`src/ilie_pkg.sv`:
```
`timescale 1ns / 1ps
`default_nettype none

package ilie_pkg;

  localparam int CAPACITY    = 16;
  localparam int DATA_WIDTH  = 32;
  localparam int ADDR_W      = $clog2(CAPACITY);
  // index and count fields are fixed at five bits
  localparam int CNT_W       = 5;
  localparam int STAT_W      = 2;
  localparam int REQ_W       = 3;
  localparam int QUEUE_DEPTH = 2;
  localparam int QPTR_W      = $clog2(QUEUE_DEPTH);
  localparam int QCNT_W      = $clog2(QUEUE_DEPTH + 1);

  typedef enum logic [REQ_W-1:0] {
    REQ_READ   = 3'd0,
    REQ_WRITE  = 3'd1,
    REQ_PUSH   = 3'd2,
    REQ_POP    = 3'd3,
    REQ_INSERT = 3'd4,
    REQ_ERASE  = 3'd5,
    REQ_RESIZE = 3'd6,
    REQ_CLEAR  = 3'd7
  } req_t;

  typedef enum logic [STAT_W-1:0] {
    ST_OK    = 2'd0,
    ST_EMPTY = 2'd1,
    ST_RANGE = 2'd2,
    ST_FULL  = 2'd3
  } status_t;

  // work the back end has to do on the cell store
  typedef enum logic [2:0] {
    OP_NONE  = 3'd0,
    OP_READ  = 3'd1,
    OP_WRITE = 3'd2,
    OP_UP    = 3'd3,
    OP_DOWN  = 3'd4,
    OP_FILL  = 3'd5
  } op_t;

  typedef struct packed {
    op_t                   op;
    logic [CNT_W-1:0]      idx;
    logic [CNT_W-1:0]      old_cnt;
    logic [CNT_W-1:0]      new_cnt;
    logic [DATA_WIDTH-1:0] value;
    status_t               status;
  } cmd_t;

  typedef struct packed {
    logic [DATA_WIDTH-1:0] read_data;
    logic [CNT_W-1:0]      item_count;
    status_t               status;
  } res_t;

endpackage

`default_nettype wire

```
`src/ilie_front.sv`:
```
`timescale 1ns / 1ps
`default_nettype none

module ilie_front
  import ilie_pkg::*;
(
  input  wire logic                  clk,
  input  wire logic                  rst_n,
  input  wire logic                  in_valid,
  output logic                       in_ready,
  input  wire logic [REQ_W-1:0]      in_req,
  input  wire logic [CNT_W-1:0]      in_index,
  input  wire logic [DATA_WIDTH-1:0] in_value,
  input  wire logic                  q_full,
  output logic                       q_push,
  output cmd_t                       q_cmd
);

  logic [CNT_W-1:0] count_r, count_nxt;
  logic             idx_live;
  logic             at_cap;
  cmd_t             cmd;

  assign idx_live = in_index < count_r;
  assign at_cap   = count_r >= CNT_W'(CAPACITY);

  // classify: status and new count depend only on the request, index and count, not on cell data
  always_comb begin
    cmd         = '0;
    cmd.op      = OP_NONE;
    cmd.idx     = in_index;
    cmd.old_cnt = count_r;
    cmd.new_cnt = count_r;
    cmd.value   = in_value;
    cmd.status  = ST_OK;
    unique case (req_t'(in_req))
      REQ_READ: begin
        if (idx_live) cmd.op = OP_READ;
        else cmd.status = ST_RANGE;
      end
      REQ_WRITE: begin
        if (idx_live) cmd.op = OP_WRITE;
        else cmd.status = ST_RANGE;
      end
      REQ_PUSH: begin
        if (at_cap) begin
          cmd.status = ST_FULL;
        end else begin
          cmd.op      = OP_WRITE;
          cmd.idx     = count_r;
          cmd.new_cnt = count_r + 1'b1;
        end
      end
      REQ_POP: begin
        if (count_r == '0) cmd.status = ST_EMPTY;
        else cmd.new_cnt = count_r - 1'b1;
      end
      REQ_INSERT: begin
        if (!idx_live) begin
          cmd.status = ST_RANGE;
        end else if (at_cap) begin
          cmd.status = ST_FULL;
        end else begin
          cmd.op      = OP_UP;
          cmd.new_cnt = count_r + 1'b1;
        end
      end
      REQ_ERASE: begin
        if (!idx_live) begin
          cmd.status = ST_RANGE;
        end else begin
          cmd.op      = OP_DOWN;
          cmd.new_cnt = count_r - 1'b1;
        end
      end
      REQ_RESIZE: begin
        if (in_index > CNT_W'(CAPACITY)) begin
          cmd.status = ST_FULL;
        end else begin
          cmd.new_cnt = in_index;
          if (in_index > count_r) cmd.op = OP_FILL;
        end
      end
      REQ_CLEAR: cmd.new_cnt = '0;
      default: cmd.status = ST_OK;
    endcase
  end

  assign in_ready = !q_full;
  assign q_push   = in_valid && !q_full;
  assign q_cmd    = cmd;

  assign count_nxt = q_push ? cmd.new_cnt : count_r;

  always_ff @(posedge clk) begin
    if (!rst_n) begin
      count_r <= '0;
    end else begin
      count_r <= count_nxt;
    end
  end

endmodule

`default_nettype wire

```
`src/ilie_queue.sv`:
```
`timescale 1ns / 1ps
`default_nettype none

module ilie_queue
  import ilie_pkg::*;
(
  input  wire logic clk,
  input  wire logic rst_n,
  input  wire logic push,
  input  wire cmd_t push_cmd,
  output logic      full,
  input  wire logic pop,
  output logic      not_empty,
  output cmd_t      head
);

  cmd_t              slot_r [QUEUE_DEPTH];
  logic [QPTR_W-1:0] wr_ptr_r, wr_ptr_nxt;
  logic [QPTR_W-1:0] rd_ptr_r, rd_ptr_nxt;
  logic [QCNT_W-1:0] fill_r, fill_nxt;
  logic              do_push, do_pop;

  assign full      = fill_r == QCNT_W'(QUEUE_DEPTH);
  assign not_empty = fill_r != '0;
  assign head      = slot_r[rd_ptr_r];
  assign do_push   = push && !full;
  assign do_pop    = pop && not_empty;

  always_comb begin
    wr_ptr_nxt = wr_ptr_r;
    rd_ptr_nxt = rd_ptr_r;
    fill_nxt   = fill_r;
    if (do_push) wr_ptr_nxt = (wr_ptr_r == QPTR_W'(QUEUE_DEPTH - 1)) ? '0 : wr_ptr_r + 1'b1;
    if (do_pop) rd_ptr_nxt = (rd_ptr_r == QPTR_W'(QUEUE_DEPTH - 1)) ? '0 : rd_ptr_r + 1'b1;
    if (do_push && !do_pop) fill_nxt = fill_r + 1'b1;
    else if (do_pop && !do_push) fill_nxt = fill_r - 1'b1;
  end

  always_ff @(posedge clk) begin
    if (!rst_n) begin
      wr_ptr_r <= '0;
      rd_ptr_r <= '0;
      fill_r   <= '0;
    end else begin
      wr_ptr_r <= wr_ptr_nxt;
      rd_ptr_r <= rd_ptr_nxt;
      fill_r   <= fill_nxt;
    end
  end

  always_ff @(posedge clk) begin
    if (do_push) slot_r[wr_ptr_r] <= push_cmd;
  end

endmodule

`default_nettype wire

```
`src/ilie_back.sv`:
```
`timescale 1ns / 1ps
`default_nettype none

module ilie_back
  import ilie_pkg::*;
(
  input  wire logic clk,
  input  wire logic rst_n,
  input  wire logic q_valid,
  input  wire cmd_t q_cmd,
  output logic      q_pop,
  output logic      res_valid,
  input  wire logic res_ready,
  output res_t      res
);

  typedef enum logic [5:0] {
    S_IDLE = 6'b000001,
    S_READ = 6'b000010,
    S_UP   = 6'b000100,
    S_DOWN = 6'b001000,
    S_FILL = 6'b010000,
    S_DONE = 6'b100000
  } state_t;

  state_t                state_r, state_nxt;
  cmd_t                  cmd_r, cmd_nxt;
  logic [CNT_W-1:0]      ptr_r, ptr_nxt;
  logic                  wpend_r, wpend_nxt;
  logic [ADDR_W-1:0]     waddr_r, waddr_nxt;
  logic [DATA_WIDTH-1:0] rdata_r, rdata_nxt;
  logic                  out_valid_r, out_valid_nxt;
  res_t                  out_r, out_nxt;

  logic [DATA_WIDTH-1:0] cells [CAPACITY];
  logic [DATA_WIDTH-1:0] mem_q_r;
  logic                  rd_en, wr_en;
  logic [ADDR_W-1:0]     rd_addr, wr_addr;
  logic [DATA_WIDTH-1:0] wr_data;
  logic [CNT_W-1:0]      ptr_dec, ptr_inc;

  assign ptr_dec = ptr_r - 1'b1;
  assign ptr_inc = ptr_r + 1'b1;

  always_comb begin
    state_nxt     = state_r;
    cmd_nxt       = cmd_r;
    ptr_nxt       = ptr_r;
    wpend_nxt     = wpend_r;
    waddr_nxt     = waddr_r;
    rdata_nxt     = rdata_r;
    out_valid_nxt = out_valid_r && !res_ready;
    out_nxt       = out_r;
    q_pop         = 1'b0;
    rd_en         = 1'b0;
    rd_addr       = ptr_dec[ADDR_W-1:0];
    wr_en         = 1'b0;
    wr_addr       = waddr_r;
    wr_data       = mem_q_r;

    unique case (state_r)
      S_IDLE: begin
        if (q_valid) begin
          q_pop     = 1'b1;
          cmd_nxt   = q_cmd;
          rdata_nxt = '0;
          wpend_nxt = 1'b0;
          case (q_cmd.op)
            OP_READ: begin
              rd_en     = 1'b1;
              rd_addr   = q_cmd.idx[ADDR_W-1:0];
              state_nxt = S_READ;
            end
            OP_WRITE: begin
              wr_en     = 1'b1;
              wr_addr   = q_cmd.idx[ADDR_W-1:0];
              wr_data   = q_cmd.value;
              state_nxt = S_DONE;
            end
            OP_UP: begin
              ptr_nxt   = q_cmd.old_cnt;
              state_nxt = S_UP;
            end
            OP_DOWN: begin
              ptr_nxt   = q_cmd.idx + 1'b1;
              state_nxt = S_DOWN;
            end
            OP_FILL: begin
              ptr_nxt   = q_cmd.old_cnt;
              state_nxt = S_FILL;
            end
            default: state_nxt = S_DONE;
          endcase
        end
      end
      S_READ: begin
        rdata_nxt = mem_q_r;
        state_nxt = S_DONE;
      end
      // walk from the top down: read one below, write the previous read one up
      S_UP: begin
        wr_en = wpend_r;
        if (ptr_r > cmd_r.idx) begin
          rd_en     = 1'b1;
          rd_addr   = ptr_dec[ADDR_W-1:0];
          waddr_nxt = ptr_r[ADDR_W-1:0];
          wpend_nxt = 1'b1;
          ptr_nxt   = ptr_dec;
        end else if (wpend_r) begin
          wpend_nxt = 1'b0;
        end else begin
          wr_en     = 1'b1;
          wr_addr   = cmd_r.idx[ADDR_W-1:0];
          wr_data   = cmd_r.value;
          state_nxt = S_DONE;
        end
      end
      // walk upward: read one above the gap, write it one down
      S_DOWN: begin
        wr_en = wpend_r;
        if (ptr_r < cmd_r.old_cnt) begin
          rd_en     = 1'b1;
          rd_addr   = ptr_r[ADDR_W-1:0];
          waddr_nxt = ptr_dec[ADDR_W-1:0];
          wpend_nxt = 1'b1;
          ptr_nxt   = ptr_inc;
        end else if (wpend_r) begin
          wpend_nxt = 1'b0;
        end else begin
          state_nxt = S_DONE;
        end
      end
      S_FILL: begin
        if (ptr_r < cmd_r.new_cnt) begin
          wr_en   = 1'b1;
          wr_addr = ptr_r[ADDR_W-1:0];
          wr_data = cmd_r.value;
          ptr_nxt = ptr_inc;
        end else begin
          state_nxt = S_DONE;
        end
      end
      S_DONE: begin
        if (!out_valid_r || res_ready) begin
          out_valid_nxt      = 1'b1;
          out_nxt.read_data  = rdata_r;
          out_nxt.item_count = cmd_r.new_cnt;
          out_nxt.status     = cmd_r.status;
          state_nxt          = S_IDLE;
        end
      end
      default: state_nxt = S_IDLE;
    endcase
  end

  always_ff @(posedge clk) begin
    if (!rst_n) begin
      state_r     <= S_IDLE;
      wpend_r     <= 1'b0;
      out_valid_r <= 1'b0;
    end else begin
      state_r     <= state_nxt;
      wpend_r     <= wpend_nxt;
      out_valid_r <= out_valid_nxt;
    end
  end

  always_ff @(posedge clk) begin
    cmd_r   <= cmd_nxt;
    ptr_r   <= ptr_nxt;
    waddr_r <= waddr_nxt;
    rdata_r <= rdata_nxt;
    out_r   <= out_nxt;
  end

  // cell store: one write and one registered read per cycle
  always_ff @(posedge clk) begin
    if (wr_en) cells[wr_addr] <= wr_data;
    if (rd_en) mem_q_r <= cells[rd_addr];
  end

  assign res_valid = out_valid_r;
  assign res       = out_r;

endmodule

`default_nettype wire

```
`src/indexed_list_insert_erase.sv`:
```
`timescale 1ns / 1ps
`default_nettype none

// channel  | direction | valid/ready           | payload
// ---------+-----------+-----------------------+-----------------------------------------
// request  | in        | in_tvalid / in_tready | in_tuser req_type, in_tdata index, value
// result   | out       | out_tvalid/out_tready | out_tdata read_data, item_count, status
//
// one result word per request word; the front end classifies in the accept cycle
// read goes through S_READ to S_DONE; write, push, pop, resize shrink and clear go straight to S_DONE
// insert and erase walk the moved tail through the cell store (one write port, one read port),
// one element a cycle
// resize growth writes one new slot a cycle
// a two-word command queue keeps requests flowing while the back end is busy
// or while a finished result waits for out_tready
// reset: count goes to zero, cell contents stay undefined until written

module indexed_list_insert_erase
  import ilie_pkg::*;
(
  input  wire logic        clk,
  input  wire logic        rst_n,
  input  wire logic        in_tvalid,
  output logic             in_tready,
  input  wire logic [39:0] in_tdata,   // index[4:0], value[36:5], zero pad
  input  wire logic [2:0]  in_tuser,   // req_type[2:0]
  output logic             out_tvalid,
  input  wire logic        out_tready,
  output logic [39:0]      out_tdata   // read_data[31:0], item_count[36:32], status[38:37], pad
);

  logic q_push, q_full, q_pop, q_not_empty;
  cmd_t front_cmd, head_cmd;
  res_t res;

  // front end keeps its own count so classification never waits on the store
  ilie_front u_front (
    .clk      (clk),
    .rst_n    (rst_n),
    .in_valid (in_tvalid),
    .in_ready (in_tready),
    .in_req   (in_tuser),
    .in_index (in_tdata[CNT_W-1:0]),
    .in_value (in_tdata[CNT_W +: DATA_WIDTH]),
    .q_full   (q_full),
    .q_push   (q_push),
    .q_cmd    (front_cmd)
  );

  ilie_queue u_queue (
    .clk       (clk),
    .rst_n     (rst_n),
    .push      (q_push),
    .push_cmd  (front_cmd),
    .full      (q_full),
    .pop       (q_pop),
    .not_empty (q_not_empty),
    .head      (head_cmd)
  );

  // back end owns the cell store and the result register
  ilie_back u_back (
    .clk       (clk),
    .rst_n     (rst_n),
    .q_valid   (q_not_empty),
    .q_cmd     (head_cmd),
    .q_pop     (q_pop),
    .res_valid (out_tvalid),
    .res_ready (out_tready),
    .res       (res)
  );

  assign out_tdata = {1'b0, res.status, res.item_count, res.read_data};

endmodule

`default_nettype wire

```
`config.mk`:
```
export PLATFORM = sky130hd
export DESIGN_NAME = indexed_list_insert_erase
export DESIGN_NICKNAME = d
export VERILOG_FILES = /design/src/ilie_pkg.sv /design/src/ilie_front.sv /design/src/ilie_queue.sv /design/src/ilie_back.sv /design/src/indexed_list_insert_erase.sv
export SDC_FILE = /design/constraint.sdc
export NUM_CORES = 1
export LEC_CHECK = 0
export BUFFER_PORTS_ARGS = -buffer_cell sky130_fd_sc_hd__clkbuf_2
export CELL_PAD_IN_SITES_DETAIL_PLACEMENT = 1
export CELL_PAD_IN_SITES_GLOBAL_PLACEMENT = 1
export CORE_MARGIN = 2
export CORE_UTILIZATION = 30
export DETAILED_ROUTE_END_ITERATION = 8
export PLACE_DENSITY_LB_ADDON = 0.1
export SETUP_SLACK_MARGIN = 0.1
export SLEW_MARGIN = 20
export SYNTH_ARGS = -nofsm -noshare
export SYNTH_HDL_FRONTEND = slang
export SYNTH_SLANG_ARGS = --single-unit
export TNS_END_PERCENT = 20
```
`constraint.sdc`:
```
create_clock -name clk -period 4.95 [get_ports clk]
set_clock_uncertainty 0.05 [all_clocks]
set_input_delay 0.99 -clock clk [delete_from_list [all_inputs] [get_ports clk]]
set_output_delay 0.99 -clock clk [all_outputs]
set_load 0.05 [all_outputs]
```
* Word-level counts from Yosys, hierarchy flattened *
Memories as Yosys holds them, arrays and structs flattened. A register that Yosys moved wholly into a read port is not among the register bits.
Cells that the tools add are included.
Widths: inputs -> output; s select.

word-level totals
  memory bits (writable) = 616
  latch bits = 0
  memories = 2
  output and inout port bits = 42
  bits in registers = 146
  memory bits (read-only) = 0

operators by class
  multiply operators = 0
  equality and inequality tests = 28
  multiplexer cells = 83
  divide/modulo/power cells = 0
  add/sub/neg operators = 9
  $lt $le $gt $ge = 7
  bitwise gates (word level) = 0
  reductions and logical operators = 29
  shift operators = 0

memories
  name            words  width  read ports  clocked after Yosys merged registers in  wr ports  line              RTL
  u_back.cells    16     32     1           1                                        1         ilie_back.sv:35   logic [DATA_WIDTH-1:0] cells [CAPACITY];
  u_queue.slot_r  2      52     1           1                                        1         ilie_queue.sv:17  cmd_t slot_r [QUEUE_DEPTH];

operator list
  operator             number
  $mux 32              6
  $pmux 32 s3          1
  $pmux 32 s2          1
  $mux 5               10
  $mux 4               10
  $mux 6               6
  $pmux 6 s6           1
  $pmux 5 s6           1
  $pmux 6 s4           1
  $mux 1               23
  $pmux 5 s4           1
  $eq 3x3->1 const B   6
  $pmux 3 s6           1
  $mux 2               8
  $pmux 4 s2           2
  $add 5x1->5 const B  3
  $lt 5x5->1           3
  $eq 3x2->1 const B   4
  $mux 3               4
  $pmux 4 s3           1
  $gt 5x5->1           2
  $pmux 2 s5           1
  $pmux 5 s2           1
  $sub 5x1->5 const B  2
  other kinds (33)     57

* Longest topological paths before layout *
  depth in word-level cells = 8
  mapped depth = 12
  gate-level depth less buffers = 11

* By module *
From an unflattened synthesis, not the netlist that was laid out.

unflattened totals
  cells, all modules = 2251
  area, all modules = 32296.0 um2

by module, submodules not included
  module                     times used  area each (um2)  cells each
  ilie_back                  1           27012.2          1882
  ilie_queue                 1           3987.6           187
  ilie_front                 1           1285.0           180
  indexed_list_insert_erase  1           11.3             2

* Worst setup path before layout *
Ideal clock, no wire load.

  path type = register -> register
  start point = register u_back.ptr_r[0]
  end point = memory u_back.cells[10][0], enable pin
  stages on the path, launching flop included = 11
  library setup time = 0.421 ns
  data arrival time = 3.704 ns
  path buffers = 1
  required time = 4.479 ns
  slack = 0.775 ns
  period minus slack after synthesis = 4.175 ns
  cells stage by stage = edfxtp_1 > clkbuf_1 > inv_1 > ha_1 > and3_1 > a31oi_1 > o21ai_0 > o211ai_2 > a221oi_1 > nand2b_1 > nor2_1

on the way
  longest elaborated chain between the ends = 5
  elaborated cells between the ends (all ways) = 10

ends and longest elaborated chain
  what                                             line                                RTL
  start, declared                                  ilie_back.sv:28                     logic [CNT_W-1:0] ptr_r, ptr_nxt;
  start signal, assigned                           ilie_back.sv:170                    ptr_r <= ptr_nxt;
  $lt 5x5->1 / $gt 5x5->1 (equally long branches)  ilie_back.sv:134, ilie_back.sv:103
  $mux 1 (on tied branches)                        ilie_back.sv:134, ilie_back.sv:103
  $pmux 1 s4                                       ilie_back.sv:61                     unique case (state_r)
  $mux 1                                           ilie_back.sv:178                    if (wr_en) cells[wr_addr] <= wr_data;
  $mux 1 (implied by the code)                     ilie_back.sv:178
  end, declared                                    ilie_back.sv:35

Parallel ways exist; a longest one is shown, timed or not.

* Worst setup path after layout *
  start point = register u_back.ptr_r[3]
  end point = memory u_back.cells[12][8], enable pin

The elaborated chain is that of the path after synthesis.

==> flow_summary_export.csv <==
group,metric,value,unit
status,outcome,"complete, no violations",
drt,dr.first_iter.drc_count,1173,
sta,setup_violations,0,
sta,rsz0062_at_grt,"no",
drt,wire_per_inst,24.0,um
global_route,grt_max_degree,69,
yosys,syn_area,32000,sq um
die,core,106000,sq um
final_layout,final_nets,2426,
die,dieArea,109000,sq um
pwr,combPwrFrac,0.348,
worst_setup_path,cp.required,5.26,ns
pwr,p_seq_frac,0.386,
yosys,ys_warn_count,0,
final_layout,drive_above_1_share,0.178,
worst_hold_path,hold_start,"u_back.rdata_r[9]$_SDFFCE_PN0P_",
drt,dr_wl_met3,2.61,mm
sta,tightest_slew,0.959,ns
yosys,synth_xor_area_frac,0.00301,
drt,final_antenna_net_count,0,
worst_setup_path,worstPathArrival,4.59,ns
clock_tree,cts_setup_buffers,0,
drt,drc,0,
worst_setup_path,crit_buf_inv,1,
worst_setup_path,cp-end-kind,"flop",
clock_tree,clk_pin_slew,0.06,ns
place,io_buffers,84,
die,initial_core_util,0.303,
sta,tns,0,ns
worst_setup_path,cp_top_family,"compound AO/OA/AOI/OAI gates",
final_layout,seq_area,23700,sq um
pwr,power,0.0239,W
yosys,synth_adder_area_share,0.00977,
drt,routed.top_layer,"met4",
pwr,switching_share,0.357,
global_route,overflow,0,
drt,num_vias,18924,
place,place_inst,3650,
yosys,synth_mux_area_frac,0.0432,
clock_tree,cts_buffers,93,
flow_run,max_cap_viol_count,0,
final_layout,fin_util,0.357,
worst_hold_path,hp-class,"flop to flop",
clock_tree,insertion_delay,0.67,ns
drt,via_per_inst,4.96,
pwr,leakage,13.1,nW
clock_tree,cts_root_buf,"clkbuf_16",
pwr,p_int,0.0154,W
pwr,clockPowerShare,0.266,
place,place.gp.congestion,0.783,
worst_setup_path,startpoint_type,"flop",
yosys,async_reset_ff_frac,0,
yosys,synth-main-ff-cell,"edfxtp_1",
die,rows,119,
yosys,synth_top_family_by_area,"simple AND/OR/NAND/NOR gates",
global_route,grt_pass1_wl,136,mm
drt,dr_wl_met2,44.5,mm
yosys,yosys.area_share.simple,0.113,
worst_setup_path,cpPeakStageDelay,0.59,ns
final_layout,fin_cells,3818,
worst_setup_path,crit_chain,"ha_1 > and3_1 > o21ai_0 > a31oi_1 > o21ai_0 > o21ai_0 > a221oi_1 > nand3_1 > nor2_4 > buf_12",
clock_tree,post_cts_resized,0,
drt,drt_pass1_iterations,5,
global_route,grt_pass1_vias,20599,
sta,drv_slew,0,
worst_setup_path,cp_common_cell,"o21ai_0",
yosys,ys_types,72,
worst_setup_path,critPathLaunch,"u_back.ptr_r[3]$_DFFE_PP_",
clock_tree,holdBufCountCts,0,
worst_setup_path,critPathSlowestCell,"edfxtp_1",
yosys,synth_seq_cells,795,
sta,slew_headroom,0.352,
die,die_x,331,um
clock_tree,cts_tree,"done",
place,dp_hpwl,54.4,mm
pwr,power.net_switching,0.00854,W
yosys,syn_avg_cell_area,14.5,sq um
final_layout,syn_to_final_growth,17.7,%
final_layout,nFillCells,10759,
sta,finalHoldViolations,0,
yosys,syn_nets,2277,
final_layout,num_antenna_cells,0,
drt,wirelength,91.6,mm
global_route,grt_use_total,0.170,
final_layout,fin_area,37600,sq um
sta,max_freq,234,MHz
clock_tree,clockBufferDepth,3,
final_layout,multi_input_area,7900,sq um
sta,period_share,0.864,
drt,wl_met1,42.3,mm
yosys,ys_seq_area_frac,0.740,
yosys,synth_compound_area_frac,0.0710,
yosys,synth_edf_count,777,
global_route,antenna_found_initial,2,
pwr,power_density,636,nW/um^2
worst_setup_path,timing.rr.start,"u_back.ptr_r[3]$_DFFE_PP_",
sta,min_period,4.28,ns
yosys,syn_inst,2205,
pwr,ir_drop,0.524,mV
die,fp.dieH,331,um
die,num_io_pins,89,
place,placed_cell_area,34800,sq um
clock_tree,cts_sinks,795,
clock_tree,h-tree-depth,3,
worst_setup_path,critPathKind,"flop to flop",
worst_setup_path,cp_max_fo,16,
==> routing by layer <==
metal | vias up | GRT usage
met5 | - | 0
met4 | 0 | 0.0452
met3 | 128 | 0.0237
met2 | 304 | 0.286
met1 | 9795 | 0.230
li1 | 8697 | -
==> layout by cell type, fill, tap and decap left out, types with 8 or more instances in the layout <==
| master | count |
|---|---|
| nand3_1 | 78 |
| clkbuf_16 | 93 |
| clkbuf_2 | 84 |
| mux2_2 | 81 |
| a22oi_1 | 34 |
| clkinv_1 | 19 |
| mux2i_1 | 38 |
| ha_1 | 25 |
| clkinv_2 | 16 |
| and3_1 | 102 |
| a21oi_1 | 60 |
| nor2_4 | 18 |
| and2_1 | 35 |
| nor3_1 | 9 |
| a221oi_1 | 38 |
| nor2_1 | 31 |
| o21ai_0 | 51 |
| o32ai_1 | 31 |
| edfxtp_1 | 777 |
| nand2_1 | 448 |
| buf_12 | 24 |
| buf_4 | 67 |
| inv_1 | 27 |
| nor2b_1 | 10 |
| a311o_1 | 31 |
| dfxtp_1 | 17 |
| nand2b_1 | 12 |
| clkbuf_1 | 26 |
| xnor2_1 | 8 |
==> cell families (layout without fill, tap and decap cells) <==
logic type               count (synthesis)  count (layout)
flip-flops                             795             795
AND/OR/NAND/NOR                        786             786
AO/OA/AOI/OAI                          311             311
buffers and inverters                  150             372
multiplexers                           126             126
adder cells (fa/ha/maj)                 25              25
XOR/XNOR                                11              11
other                                    1               1
==> layout make-up <==
cell class | count | share of cell area
Sequential cell | 795 | 0.629
Clock inverter | 49 | 0.0101
Inverter | 29 | 0.00289
Clock buffer | 119 | 0.0644
Timing Repair Buffer | 175 | 0.0373
Multi-Input combinational cell | 1260 | 0.210
Tap cell | 1391 | 0.0462
==> sequential cells by signal, summed over array words and instances, names as in the netlist, named ones only <==
| name | cells |
|---|---|
| u_back.state_r | 6 |
| u_queue.slot_r | 104 |
| u_back.waddr_r | 4 |
| u_back.mem_q_r | 32 |
| u_queue.wr_ptr_r | 1 |
| u_back.res_valid | 1 |
| u_queue.rd_ptr_r | 1 |
| u_front.count_r | 5 |
| u_back.cells | 512 |
| u_back.res | 39 |
| u_queue.fill_r | 2 |
| u_back.wpend_r | 1 |
| u_back.rdata_r | 32 |
| u_back.ptr_r | 5 |
| u_back.cmd_r | 49 |
==> worst register-to-register path, delay by kind of cell, from the launching register on <==
family,cells,cell delay [ns]
compound gates,5,1.58
simple gates,3,1.10
flops,1,0.59
fa+ha+maj,1,0.39
buf+inv,1,0.25
==> synthesized netlist by cell type, drive strengths merged, types with 5 or more instances <==
library cell  number  area [sq um]
nor2              49           184
o21ai             59           299
nand2            451          1690
and2              37           231
and3             103           644
ha                25           313
buf               43           220
mux2i             38           380
clkbuf            78           293
mux2              87           980
nand3             79           395
nor4               6          50.0
dfxtp             18           360
nor2b             11          68.8
a221oi            38           333
edfxtp           777         23300
a311o             31           310
a21oi             60           300
or2                6          37.5
o21a               8          60.1
a22oi             35           263
o32ai             31           272
nor3               9          45.0
nand2b            12          75.1
nor3b              5          53.8
inv               28           105
xnor2              8          70.1
o221a              5          56.3
==> power groups by stage <==
stage	clock network, W	logic [W]	registers (W)
finish	0.00637	0.00833	0.00924
floorplan	0	0.00517	0.00934
global placement	0	0.00847	0.00937
global route	0.00681	0.00929	0.00932
detailed placement	0	0.00856	0.00938
CTS	0.00658	0.00861	0.00925
==> final timing paths <==
check,to,slack [ns],cells past startpoint
hold / removal,u_back.res[16]$_DFFE_PP_,0.37,0
setup / recovery,u_back.cells[12][8]$_DFFE_PP_,0.67,10
setup reg to reg,u_back.cells[12][8]$_DFFE_PP_,0.67,10
hold reg to reg,u_back.res[16]$_DFFE_PP_,0.37,0
==> metrics by stage <==
stage	worst slack (ns)	hold WS (ns)
after detailed placement	0.597	0.356
final	0.671	0.368
after CTS	0.577	0.366
after floorplan	0.775	0.350
after global placement	0.680	0.351
after global routing	0.214	0.376
Note: power is estimated with default switching activity, not from simulation.
